==> src/upgradable_rw_lock_table_defines.svh <==
// ----------------------------------------------------------------------------
// Upgradable reader/writer lock table - assertion macros
// Implication checks on the rising clock, disabled while in reset.
// ----------------------------------------------------------------------------
`ifndef UPGRADABLE_RW_LOCK_TABLE_DEFINES_SVH
`define UPGRADABLE_RW_LOCK_TABLE_DEFINES_SVH

`ifndef SYNTH
`define URWL_ASSERT_IMP(lbl, clk, rst_n, ante, cons) \
  lbl: assert property (@(posedge clk) disable iff (!rst_n) (ante) |-> (cons)) \
    else $error("urwl assertion failed");
`define URWL_ASSERT_NXT(lbl, clk, rst_n, ante, cons) \
  lbl: assert property (@(posedge clk) disable iff (!rst_n) (ante) |=> (cons)) \
    else $error("urwl assertion failed");
`else
`define URWL_ASSERT_IMP(lbl, clk, rst_n, ante, cons)
`define URWL_ASSERT_NXT(lbl, clk, rst_n, ante, cons)
`endif

`endif

==> src/urwl_pkg.sv <==
// ----------------------------------------------------------------------------
// Upgradable reader/writer lock table - package
// Field widths, operation and status codes, controller types.
// ----------------------------------------------------------------------------
package urwl_pkg;

  localparam int OP_W     = 2;
  localparam int IDX_W    = 4;
  localparam int REQ_W    = 4;
  localparam int STATUS_W = 3;
  localparam int MODE_W   = 2;
  localparam int COUNT_W  = 4;
  localparam int WAKE_W   = 2;

  typedef enum logic [OP_W-1:0] {
    OP_READ    = 2'd0,
    OP_INTENT  = 2'd1,
    OP_UPGRADE = 2'd2,
    OP_UNLOCK  = 2'd3
  } op_e;

  typedef enum logic [MODE_W-1:0] {
    MODE_FREE   = 2'd0,
    MODE_READ   = 2'd1,
    MODE_INTENT = 2'd2,
    MODE_WRITE  = 2'd3
  } mode_e;

  typedef enum logic [STATUS_W-1:0] {
    ST_OK        = 3'd0,
    ST_RETRY     = 3'd1,
    ST_NOT_OWNER = 3'd2,
    ST_NOT_HELD  = 3'd3,
    ST_OVERFLOW  = 3'd4
  } status_e;

  typedef enum logic [WAKE_W-1:0] {
    WAKE_NONE = 2'd0,
    WAKE_ONE  = 2'd1,
    WAKE_ALL  = 2'd2
  } wake_e;

  typedef enum logic [1:0] {
    S_CLEAR,
    S_IDLE,
    S_EXEC
  } state_e;

  typedef struct packed {
    logic clr_step;
    logic req_load;
    logic commit;
  } ctrl_cmd_t;

  typedef struct packed {
    logic clr_last;
    logic out_free;
  } dp_status_t;

endpackage

==> src/urwl_datapath.sv <==
// ----------------------------------------------------------------------------
// Upgradable reader/writer lock table - datapath
// Lock entry memory, request registers, update logic and result register.
// ----------------------------------------------------------------------------
module urwl_datapath #(
  parameter int NUM_LOCKS   = 16,
  parameter int MAX_READERS = 15
) (
  input  logic                          clk_i,
  input  logic                          rst_ni,
  input  urwl_pkg::ctrl_cmd_t           cmd_i,
  output urwl_pkg::dp_status_t          stat_o,
  input  logic [urwl_pkg::OP_W-1:0]     op_i,
  input  logic [urwl_pkg::IDX_W-1:0]    lock_index_i,
  input  logic [urwl_pkg::REQ_W-1:0]    requester_id_i,
  input  logic                          out_stall_i,
  output logic                          out_valid_o,
  output logic [urwl_pkg::STATUS_W-1:0] status_o,
  output logic [urwl_pkg::MODE_W-1:0]   lock_mode_o,
  output logic [urwl_pkg::COUNT_W-1:0]  reader_count_o,
  output logic [urwl_pkg::WAKE_W-1:0]   wake_o
);

  localparam int AW = (NUM_LOCKS > 1) ? $clog2(NUM_LOCKS) : 1;
  localparam int IW = (AW > urwl_pkg::IDX_W) ? AW : urwl_pkg::IDX_W;
  localparam int RW = $clog2(MAX_READERS + 1);
  localparam int CW = (RW > urwl_pkg::COUNT_W) ? RW : urwl_pkg::COUNT_W;

  urwl_pkg::mode_e            mode_mem [NUM_LOCKS];
  logic [RW-1:0]              rd_mem   [NUM_LOCKS];
  logic [urwl_pkg::REQ_W-1:0] own_mem  [NUM_LOCKS];

  logic [AW-1:0]              clr_cnt_q;
  logic [IW-1:0]              idx_ext;
  logic                       in_range;
  logic [AW-1:0]              raddr;

  urwl_pkg::op_e              op_q;
  logic [AW-1:0]              addr_q;
  logic [urwl_pkg::REQ_W-1:0] req_q;
  logic                       in_range_q;
  urwl_pkg::mode_e            mode_q;
  logic [RW-1:0]              rd_q;
  logic [urwl_pkg::REQ_W-1:0] own_q;

  urwl_pkg::mode_e            mode_nx;
  logic [RW-1:0]              rd_nx;
  logic [urwl_pkg::REQ_W-1:0] own_nx;
  urwl_pkg::status_e          st_nx;
  urwl_pkg::wake_e            wake_nx;
  logic [CW-1:0]              cnt_ext;

  logic                       we;
  logic [AW-1:0]              waddr;

  logic                       out_valid_q;
  urwl_pkg::status_e          status_q;
  urwl_pkg::mode_e            mode_out_q;
  logic [urwl_pkg::COUNT_W-1:0] count_q;
  urwl_pkg::wake_e            wake_q;

  assign idx_ext  = IW'(lock_index_i);
  assign in_range = (32'(lock_index_i) < NUM_LOCKS);
  assign raddr    = in_range ? idx_ext[AW-1:0] : '0;

  always_ff @(posedge clk_i or negedge rst_ni) begin
    if (!rst_ni) begin
      clr_cnt_q <= '0;
    end else if (cmd_i.clr_step) begin
      clr_cnt_q <= clr_cnt_q + AW'(1);
    end
  end

  assign stat_o.clr_last = (clr_cnt_q == AW'(NUM_LOCKS - 1));
  assign stat_o.out_free = !out_valid_q || !out_stall_i;

  always_ff @(posedge clk_i) begin
    if (cmd_i.req_load) begin
      op_q       <= urwl_pkg::op_e'(op_i);
      addr_q     <= raddr;
      req_q      <= requester_id_i;
      in_range_q <= in_range;
      mode_q     <= mode_mem[raddr];
      rd_q       <= rd_mem[raddr];
      own_q      <= own_mem[raddr];
    end
  end

  always_comb begin
    mode_nx = mode_q;
    rd_nx   = rd_q;
    own_nx  = own_q;
    st_nx   = urwl_pkg::ST_OK;
    wake_nx = urwl_pkg::WAKE_NONE;
    case (op_q)
      urwl_pkg::OP_READ: begin
        if (mode_q == urwl_pkg::MODE_WRITE) begin
          st_nx = urwl_pkg::ST_RETRY;
        end else if (rd_q >= RW'(MAX_READERS)) begin
          st_nx = urwl_pkg::ST_OVERFLOW;
        end else begin
          rd_nx = rd_q + RW'(1);
          if (mode_q == urwl_pkg::MODE_FREE) mode_nx = urwl_pkg::MODE_READ;
        end
      end
      urwl_pkg::OP_INTENT: begin
        if (mode_q == urwl_pkg::MODE_WRITE || mode_q == urwl_pkg::MODE_INTENT) begin
          st_nx = urwl_pkg::ST_RETRY;
        end else if (rd_q >= RW'(MAX_READERS)) begin
          st_nx = urwl_pkg::ST_OVERFLOW;
        end else begin
          rd_nx   = rd_q + RW'(1);
          mode_nx = urwl_pkg::MODE_INTENT;
          own_nx  = req_q;
        end
      end
      urwl_pkg::OP_UPGRADE: begin
        if (mode_q != urwl_pkg::MODE_INTENT) begin
          st_nx = urwl_pkg::ST_NOT_HELD;
        end else if (own_q != req_q) begin
          st_nx = urwl_pkg::ST_NOT_OWNER;
        end else if (rd_q > RW'(1)) begin
          st_nx = urwl_pkg::ST_RETRY;
        end else begin
          rd_nx   = '0;
          mode_nx = urwl_pkg::MODE_WRITE;
        end
      end
      urwl_pkg::OP_UNLOCK: begin
        case (mode_q)
          urwl_pkg::MODE_FREE: begin
            st_nx = urwl_pkg::ST_NOT_HELD;
          end
          urwl_pkg::MODE_READ: begin
            if (rd_q > RW'(1)) begin
              rd_nx = rd_q - RW'(1);
            end else begin
              rd_nx   = '0;
              mode_nx = urwl_pkg::MODE_FREE;
              wake_nx = urwl_pkg::WAKE_ONE;
            end
          end
          urwl_pkg::MODE_INTENT: begin
            if (rd_q > RW'(1)) begin
              rd_nx = rd_q - RW'(1);
              if (own_q == req_q) mode_nx = urwl_pkg::MODE_READ;
            end else begin
              rd_nx   = '0;
              mode_nx = urwl_pkg::MODE_FREE;
              wake_nx = urwl_pkg::WAKE_ALL;
            end
          end
          default: begin
            if (own_q != req_q) begin
              st_nx = urwl_pkg::ST_NOT_OWNER;
            end else begin
              rd_nx   = '0;
              mode_nx = urwl_pkg::MODE_FREE;
              wake_nx = urwl_pkg::WAKE_ALL;
            end
          end
        endcase
      end
      default: begin
        st_nx = urwl_pkg::ST_NOT_HELD;
      end
    endcase
    if (!in_range_q) begin
      st_nx   = urwl_pkg::ST_NOT_HELD;
      mode_nx = urwl_pkg::MODE_FREE;
      rd_nx   = '0;
      wake_nx = urwl_pkg::WAKE_NONE;
    end
  end

  assign cnt_ext = CW'(rd_nx);

  // clearing pass owns the write port until it ends
  assign we    = cmd_i.clr_step || (cmd_i.commit && in_range_q);
  assign waddr = cmd_i.clr_step ? clr_cnt_q : addr_q;

  always_ff @(posedge clk_i) begin
    if (we) begin
      mode_mem[waddr] <= cmd_i.clr_step ? urwl_pkg::MODE_FREE : mode_nx;
      rd_mem[waddr]   <= cmd_i.clr_step ? '0 : rd_nx;
      own_mem[waddr]  <= cmd_i.clr_step ? '0 : own_nx;
    end
  end

  always_ff @(posedge clk_i or negedge rst_ni) begin
    if (!rst_ni) begin
      out_valid_q <= 1'b0;
    end else if (cmd_i.commit) begin
      out_valid_q <= 1'b1;
    end else if (!out_stall_i) begin
      out_valid_q <= 1'b0;
    end
  end

  always_ff @(posedge clk_i) begin
    if (cmd_i.commit) begin
      status_q   <= st_nx;
      mode_out_q <= mode_nx;
      count_q    <= cnt_ext[urwl_pkg::COUNT_W-1:0];
      wake_q     <= wake_nx;
    end
  end

  assign out_valid_o    = out_valid_q;
  assign status_o       = status_q;
  assign lock_mode_o    = mode_out_q;
  assign reader_count_o = count_q;
  assign wake_o         = wake_q;

endmodule

==> src/urwl_ctrl.sv <==
// ----------------------------------------------------------------------------
// Upgradable reader/writer lock table - controller
// Sequences the clearing pass, request capture and entry update.
// ----------------------------------------------------------------------------
module urwl_ctrl (
  input  logic                 clk_i,
  input  logic                 rst_ni,
  input  logic                 in_valid_i,
  output logic                 in_stall_o,
  input  urwl_pkg::dp_status_t stat_i,
  output urwl_pkg::ctrl_cmd_t  cmd_o
);

  urwl_pkg::state_e state_q, state_d;

  always_ff @(posedge clk_i or negedge rst_ni) begin
    if (!rst_ni) begin
      state_q <= urwl_pkg::S_CLEAR;
    end else begin
      state_q <= state_d;
    end
  end

  always_comb begin
    state_d    = state_q;
    cmd_o      = '0;
    in_stall_o = 1'b1;
    case (state_q)
      urwl_pkg::S_CLEAR: begin
        cmd_o.clr_step = 1'b1;
        if (stat_i.clr_last) state_d = urwl_pkg::S_IDLE;
      end
      urwl_pkg::S_IDLE: begin
        in_stall_o = 1'b0;
        if (in_valid_i) begin
          cmd_o.req_load = 1'b1;
          state_d        = urwl_pkg::S_EXEC;
        end
      end
      urwl_pkg::S_EXEC: begin
        if (stat_i.out_free) begin
          cmd_o.commit = 1'b1;
          state_d      = urwl_pkg::S_IDLE;
        end
      end
      default: begin
        state_d = urwl_pkg::S_IDLE;
      end
    endcase
  end

endmodule

==> src/upgradable_rw_lock_table.sv <==
// ----------------------------------------------------------------------------
// Upgradable reader/writer lock table - top level
// Table of reader/writer locks with upgrade intent, one request per beat.
// ----------------------------------------------------------------------------
// Usage:
//   Input channel: op, lock_index, requester_id; a beat is taken when
//   in_valid_i is high and in_stall_o is low.
//   Output channel: status, lock_mode, reader_count, wake; one result beat
//   per request, taken when out_valid_o is high and out_stall_i is low.
//   The request is registered with its entry; the result is then written
//   to the output register once that register is free. A new request is
//   taken only after the current one commits: read, then update and write.
//   A finished result sits in the output register while the next request
//   is read; when the receiver stalls, the update of that next request waits
//   until the output register frees, and the input stalls meanwhile.
//   Reset: after rst_ni rises, a clearing pass of NUM_LOCKS cycles sets every
//   lock free with zero readers; in_stall_o stays high during it.
//   A lock_index of NUM_LOCKS or more reports not held and changes nothing.
// ----------------------------------------------------------------------------
`include "upgradable_rw_lock_table_defines.svh"

module upgradable_rw_lock_table #(
  parameter int NUM_LOCKS   = 16,
  parameter int MAX_READERS = 15
) (
  input  logic                          clk_i,
  input  logic                          rst_ni,
  input  logic                          in_valid_i,
  output logic                          in_stall_o,
  input  logic [urwl_pkg::OP_W-1:0]     op_i,
  input  logic [urwl_pkg::IDX_W-1:0]    lock_index_i,
  input  logic [urwl_pkg::REQ_W-1:0]    requester_id_i,
  output logic                          out_valid_o,
  input  logic                          out_stall_i,
  output logic [urwl_pkg::STATUS_W-1:0] status_o,
  output logic [urwl_pkg::MODE_W-1:0]   lock_mode_o,
  output logic [urwl_pkg::COUNT_W-1:0]  reader_count_o,
  output logic [urwl_pkg::WAKE_W-1:0]   wake_o
);

  urwl_pkg::ctrl_cmd_t  cmd;
  urwl_pkg::dp_status_t stat;

  urwl_ctrl u_ctrl (
    .clk_i      (clk_i),
    .rst_ni     (rst_ni),
    .in_valid_i (in_valid_i),
    .in_stall_o (in_stall_o),
    .stat_i     (stat),
    .cmd_o      (cmd)
  );

  urwl_datapath #(
    .NUM_LOCKS   (NUM_LOCKS),
    .MAX_READERS (MAX_READERS)
  ) u_datapath (
    .clk_i          (clk_i),
    .rst_ni         (rst_ni),
    .cmd_i          (cmd),
    .stat_o         (stat),
    .op_i           (op_i),
    .lock_index_i   (lock_index_i),
    .requester_id_i (requester_id_i),
    .out_stall_i    (out_stall_i),
    .out_valid_o    (out_valid_o),
    .status_o       (status_o),
    .lock_mode_o    (lock_mode_o),
    .reader_count_o (reader_count_o),
    .wake_o         (wake_o)
  );

  `URWL_ASSERT_NXT(a_accept_then_busy, clk_i, rst_ni, in_valid_i && !in_stall_o, in_stall_o)
  `URWL_ASSERT_IMP(a_no_result_overrun, clk_i, rst_ni, cmd.commit, !(out_valid_o && out_stall_i))
  `URWL_ASSERT_IMP(a_wake_frees_lock, clk_i, rst_ni, out_valid_o && (wake_o != urwl_pkg::WAKE_NONE), lock_mode_o == urwl_pkg::MODE_FREE)
  `URWL_ASSERT_IMP(a_one_action, clk_i, rst_ni, 1'b1, $onehot0({cmd.clr_step, cmd.req_load, cmd.commit}))

endmodule

==> config.mk <==
export PLATFORM = sky130hd
export DESIGN_NAME = upgradable_rw_lock_table
export DESIGN_NICKNAME = d
export VERILOG_FILES = /design/src/urwl_pkg.sv /design/src/urwl_datapath.sv /design/src/urwl_ctrl.sv /design/src/upgradable_rw_lock_table.sv
export VERILOG_INCLUDE_DIRS = /design/src /design/src/src
export SDC_FILE = /design/constraint.sdc
export NUM_CORES = 1
export LEC_CHECK = 0
export BUFFER_PORTS_ARGS = -buffer_cell sky130_fd_sc_hd__buf_2
export CAP_MARGIN = 20
export CORE_MARGIN = 3
export CORE_UTILIZATION = 55
export CTS_BUF_LIST = sky130_fd_sc_hd__clkbuf_8
export DETAILED_ROUTE_END_ITERATION = 7
export PLACE_DENSITY = 0.82
export SLEW_MARGIN = 20
export SYNTH_ARGS = -nofsm -noshare
export SYNTH_HDL_FRONTEND = slang
export SYNTH_HIERARCHICAL = 1
export SYNTH_SLANG_ARGS = --single-unit
==> constraint.sdc <==
create_clock -name clk_i -period 6.5 [get_ports clk_i]
set_clock_uncertainty 0.15 [all_clocks]
set_input_delay 0.65 -clock clk_i [delete_from_list [all_inputs] [get_ports clk_i]]
set_output_delay 0.65 -clock clk_i [all_outputs]
set_load 0.02 [all_outputs]
## Word-level counts from Yosys, hierarchy flattened

Memory sizes are Yosys's and may differ from the RTL's. A register that Yosys moved wholly into a read port is not among the register bits.
Cells that the tools add are included.

- Equality and inequality tests: 16
- Magnitude comparators: 2
- Mux-type cells: 58
- Reductions and logical operators: 10
- Add/sub/neg operators: 3

Operators with widths:

| kind | count |
|---|---|
| $mux 4 | 14 |
| $mux 2 | 19 |
| $pmux 2 s3 | 3 |
| $pmux 4 s4 | 1 |
| $mux 3 | 5 |
| $mux 1 | 12 |
| $pmux 3 s4 | 1 |
| $eq 2x2->1 const B | 5 |
| $add 4x1->4 const B | 2 |
| $ne 2x2->1 const B | 4 |
| $pmux 2 s4 | 1 |
| $pmux 4 s2 | 1 |
| $eq 2x1->1 const B | 3 |
| $logic_not 2->1 | 3 |
| $pmux 3 s2 | 1 |
| $eq 4x4->1 | 1 |
| $eq 4x4->1 const B | 1 |
| $ge 4x4->1 const B | 1 |
| $gt 4x1->1 const B | 1 |
| $ne 4x4->1 | 1 |
| $sub 4x1->4 const B | 1 |
| $logic_or 1x1->1 | 3 |
| $reduce_and 3->1 | 1 |
| $logic_not 1->1 | 2 |
| 2 further kinds | 2 |

- Bits in registers: 28
- Memory bits (writable): 160
- Logic and storage cells: 102
- Input port bits: 14
- Memories: 3
- Output and inout bits: 13

Memories:

| name | words | width | rd ports | clocked after Yosys merged registers in | write ports | RTL line | text |
|---|---|---|---|---|---|---|---|
| u_datapath.own_mem | 16 | 4 | 1 | 1 | 1 | urwl_datapath.sv:31 | `logic [urwl_pkg::REQ_W-1:0] own_mem [NUM_LOCKS];` |
| u_datapath.rd_mem | 16 | 4 | 1 | 1 | 1 | urwl_datapath.sv:30 | `logic [RW-1:0] rd_mem [NUM_LOCKS];` |
| u_datapath.mode_mem | 16 | 2 | 1 | 1 | 1 | urwl_datapath.sv:29 | `urwl_pkg::mode_e mode_mem [NUM_LOCKS];` |

## Longest topological paths before layout

- Word-level depth: 7
- Depth in mapped cells: 7
- Mapped depth without buffers: 7

## By module

Netlist, hierarchy kept.

Modules (own cells, without submodules):

| module | seq. area each (um^2) | instances | cells an instance | area an instance (um^2) |
|---|---|---|---|---|
| urwl_datapath | 5860.6 | 1 | 442 | 8171.6 |
| urwl_ctrl | 50.0 | 1 | 12 | 108.9 |

## Least setup slack after synthesis

OpenSTA, ideal clock, no wires.

- Path type: input-to-reg
- Start point: input out_stall_i
- End point: memory u_datapath/mode_mem[2][0] in the netlist's numbering, enable pin
- Cell stages on the path: 7
- Arrival time: 2382 ps
- Setup slack: 3592 ps
- Cell sequence: nand2_1 inv_1 nor2_1 nor2b_1 nand2_1 o22a_1 nor2_1

RTL lines:

| what | RTL line | text |
|---|---|---|
| start, declared | upgradable_rw_lock_table.sv:34 | `input logic out_stall_i,` |
| end, declared | urwl_datapath.sv:29 |  |

## Worst setup path after layout

- Start point: register u_datapath.mode_q[0], read port of u_datapath.mode_mem
- End point: memory u_datapath/rd_mem[0][1] in the netlist's numbering, data pin

- Word-level cells in the longest chain between the ends: 5

RTL lines:

| what | RTL line | text |
|---|---|---|
| start, declared | urwl_datapath.sv:42 | `urwl_pkg::mode_e mode_q;` |
| $eq 2x1->1, or another cell as far along | urwl_datapath.sv:130 | `case (mode_q)` |
| $reduce_or 2->1 (no line) / $logic_or 1x1->1 (equally long branches) | - |  |
| $pmux 4 s2 / $mux 4 (equally long branches) | urwl_datapath.sv:130, urwl_datapath.sv:107 |  |
| $pmux 4 s4 (*) | urwl_datapath.sv:95 | `case (op_q)` |
| via u_datapath.cnt_ext[1] | urwl_datapath.sv:51 | `logic [CW-1:0] cnt_ext;` |
| $mux 4 (*) | urwl_datapath.sv:185 | `rd_mem[waddr] <= cmd_i.clr_step ? '0 : rd_nx;` |
| end, declared | urwl_datapath.sv:30 |  |

The timed path passes the listed nets; every way through them passes the cells marked *.

==> out/results.tsv <==
metric	value	unit
grt-ovfl-total	0	
hold_viol_final	0	
syn_nets	478	
status	completed	
synthToLayoutAreaGrowth	8.88	%
wl_per_cell	24.5	um
numCtsBuffers	17	
cts_sinks	198	
cp_data_required_time	6.47	ns
synth_common_cells	edfxtp_1 (191), mux4_2 (50), nor2_1 (40)	
critical_path_arrival	3.21	ns
clock_path_buffers	2	
final_area	9020	um^2
grtUsageTotal	0.216	
hpwl	11000	um
yosys-top-cells-area	edfxtp_1 (69%), mux4_2 (14%), dfrtp_1 (2.1%)	
grt_pass1_vias	4290	
switchingPower	0.00105	W
dieArea	16600	um^2
final_util	0.616	
power.leakage	3.02	nW
ys_warn_count	6	
power.share.clock	0.218	
max_cap_violations	0	
rr_endpoint	u_datapath/rd_mem[0][1]	
yosysUniqueCellTypes	53	
whs_path_depth	1	
dr_wl_met3	1250	um
clock_latency	0.45	ns
cp_cell_sequence	inv_1 -> ha_1 -> a21o_1 -> or3b_2 -> a21oi_1 -> a211o_1 -> nor2b_1	
avgSynthCellArea	18.2	um^2
min_to	u_datapath/op_q[0]	
rows	44	
die_w	129	um
num_io_pins	27	
slew_headroom	0.269	
ys_ff_latch	198	
grt_pass1_wl	26000	um
die_h	129	um
syn-cell-area	8280	um^2
num_vias	4406	
met2_wirelength	8420	um
layout.nets	511	
drt_first_iter_violations	537	
drive_gt1_frac	0.248	
combPwrFrac	0.235	
cts_tree	yes	
startpoint_type	register	
synth_edf_count	191	
intPower	0.00235	W
worst_pin_slew	1.09	ns
antenna_found_initial	0	
fillerInstances	980	
swShare	0.308	
wl_met1	6840	um
grt_max_degree	42	
synth_cells	454	
seq_power_share	0.547	
fmax	309	MHz
crit_type	reg2reg	
crit_path_end_kind	register	
setup_tns	0	ns
cts-htree-levels	4	
max_stage_delay	0.74	ns
path_max_fanout	16	
drt_wl_total	16700	um
synth_area_leader_cell	edfxtp_1	
core	14600	um^2
post_dp_cell_area	8630	um^2
first_pass_iters	6	
power	0.00340	W
hold_ws	0.217	ns
rsz0062_at_grt	false	
io_buffers	26	
slew_violations	0	
cts_resized	0	
clkSlewWorstSetupHoldPaths	0.10	ns
postRouteAntennaNets	0	
synth_ff_type	edfxtp_1	
rr_worst_depth	7	
worst_path_max_delay_cell	nor2b_1	
finalSetupViolations	0	
powerDensity	377	nW/um^2
synth_async_sr_flop_share	0.0354	
top_layer	met4	
timing.final.crit_share	0.497	
period_minus_slack	3.23	ns
viasPerCell	6.44	
hp-class	in2reg	
rrSetupSlack	3.27	ns
drcViolationCount	0	
hp-start	op_i[0]	
r2r-start	u_datapath/mode_q[0]	
antennaDiodeCount	0	
cts_root_buffer	clkbuf_8	
ys_seq_area_frac	0.714	
gp_congestion	0.969	
irDropWorstVdd	0.221	mV
yosysMostFrequentCell	edfxtp_1	
synth_top_cell_area_share	0.693	
initial_utilization	0.565	
[how the worst max path moves through the flow]
stage | slack [ns] | startpoint | depth (start not counted) | end
after floorplan | 3.59 | out_stall_i | 7 | u_datapath/mode_mem[2][0]
after global placement | 3.48 | out_stall_i | 8 | u_datapath/own_mem[6][3]
after detailed placement | 3.33 | u_datapath/mode_q[0] | 7 | u_datapath/rd_mem[11][1]
after CTS | 3.31 | u_datapath/mode_q[0] | 7 | u_datapath/rd_mem[4][1]
after global routing | 2.97 | u_datapath/mode_q[0] | 7 | u_datapath/rd_mem[12][1]
final | 3.27 | u_datapath/mode_q[0] | 7 | u_datapath/rd_mem[0][1]
[layout by cell type (no fill, tap or decap), drive strengths merged, types with 3 or more instances in the layout]
cell | synthesis | routed
a211oi | 3 | 3
a21oi | 11 | 11
a311oi | 3 | 3
a31oi | 6 | 6
buf | 8 | 35
clkbuf | 14 | 17
clkinv | 0 | 5
dfrtp | 7 | 7
edfxtp | 191 | 191
ha | 10 | 10
inv | 14 | 20
mux2 | 3 | 3
mux2i | 4 | 4
mux4 | 50 | 50
nand2 | 18 | 18
nand2b | 4 | 4
nand3 | 5 | 5
nor2 | 40 | 40
nor2b | 5 | 5
nor3 | 5 | 5
o21ai | 8 | 8
or2 | 4 | 4
xnor2 | 3 | 3
xor2 | 5 | 5
[final cells by class]
type	instances	area, um^2	area share
Sequential cell	198	5910	0.656
Multi-Input combinational cell	220	2240	0.249
Clock buffer	17	234	0.0260
Tap cell	184	230	0.0255
Timing Repair Buffer	36	208	0.0230
Clock inverter	15	139	0.0154
Inverter	14	52.6	0.00583
[metal layers]
layer,GRT usage,vias to the layer above
li1,-,1896
met1,0.310,2255
met2,0.348,228
met3,0.0390,27
met4,0.0624,0
met5,0,-
[flip-flops by register name, summed over array words and instances, names as in the netlist]
register	cells
u_ctrl/state_q	2
u_datapath/addr_q	4
u_datapath/clr_cnt_q	4
u_datapath/lock_mode_o	2
u_datapath/mode_mem	32
u_datapath/mode_q	2
u_datapath/op_q	2
u_datapath/out_valid_o	1
u_datapath/own_mem	64
u_datapath/own_q	4
u_datapath/rd_mem	64
u_datapath/rd_q	4
u_datapath/reader_count_o	4
u_datapath/req_q	4
u_datapath/status_o	3
u_datapath/wake_o	2
[metrics by stage]
step	cells	setup slack, ns
after CTS	683	3.31
after global routing	684	2.97
after detailed placement	650	3.33
final	684	3.27
after floorplan	454	3.59
after global placement	650	3.48
[power by group through the flow]
| stage | logic (W) | clock network [W] | registers, W |
|---|---|---|---|
| floorplan | 0.000510 | 0 | 0.00186 |
| global placement | 0.000768 | 0 | 0.00187 |
| detailed placement | 0.000794 | 0 | 0.00189 |
| CTS | 0.000800 | 0.000754 | 0.00186 |
| global route | 0.000869 | 0.000810 | 0.00188 |
| finish | 0.000801 | 0.000741 | 0.00186 |
[critical path, delay by kind of cell (launching register included)]
kind                       cells  cell delay, ns
and+or+nand+nor                2            1.18
AOI/OAI and AO/OA              3            0.57
adders and majority gates      1            0.38
buffers and inverters          1            0.15
DFF                            1            0.49
[kinds of logic after synthesis]
group                    after synthesis  share of synthesized area
flip-flops                           198                      0.714
AND/OR/NAND/NOR                       92                     0.0548
multiplexers                          57                      0.145
AO/OA/AOI/OAI                         53                     0.0459
buffers and inverters                 36                     0.0169
adder cells (fa/ha/maj)               10                     0.0151
XOR/XNOR                               8                    0.00846
[repair_timing]
item / CTS / global route
hold endpoints to repair: 7 / 0
setup buffers: 0 / 0
hold buffers: 1 / 0
No activity file was read; power rests on OpenSTA's default activity.
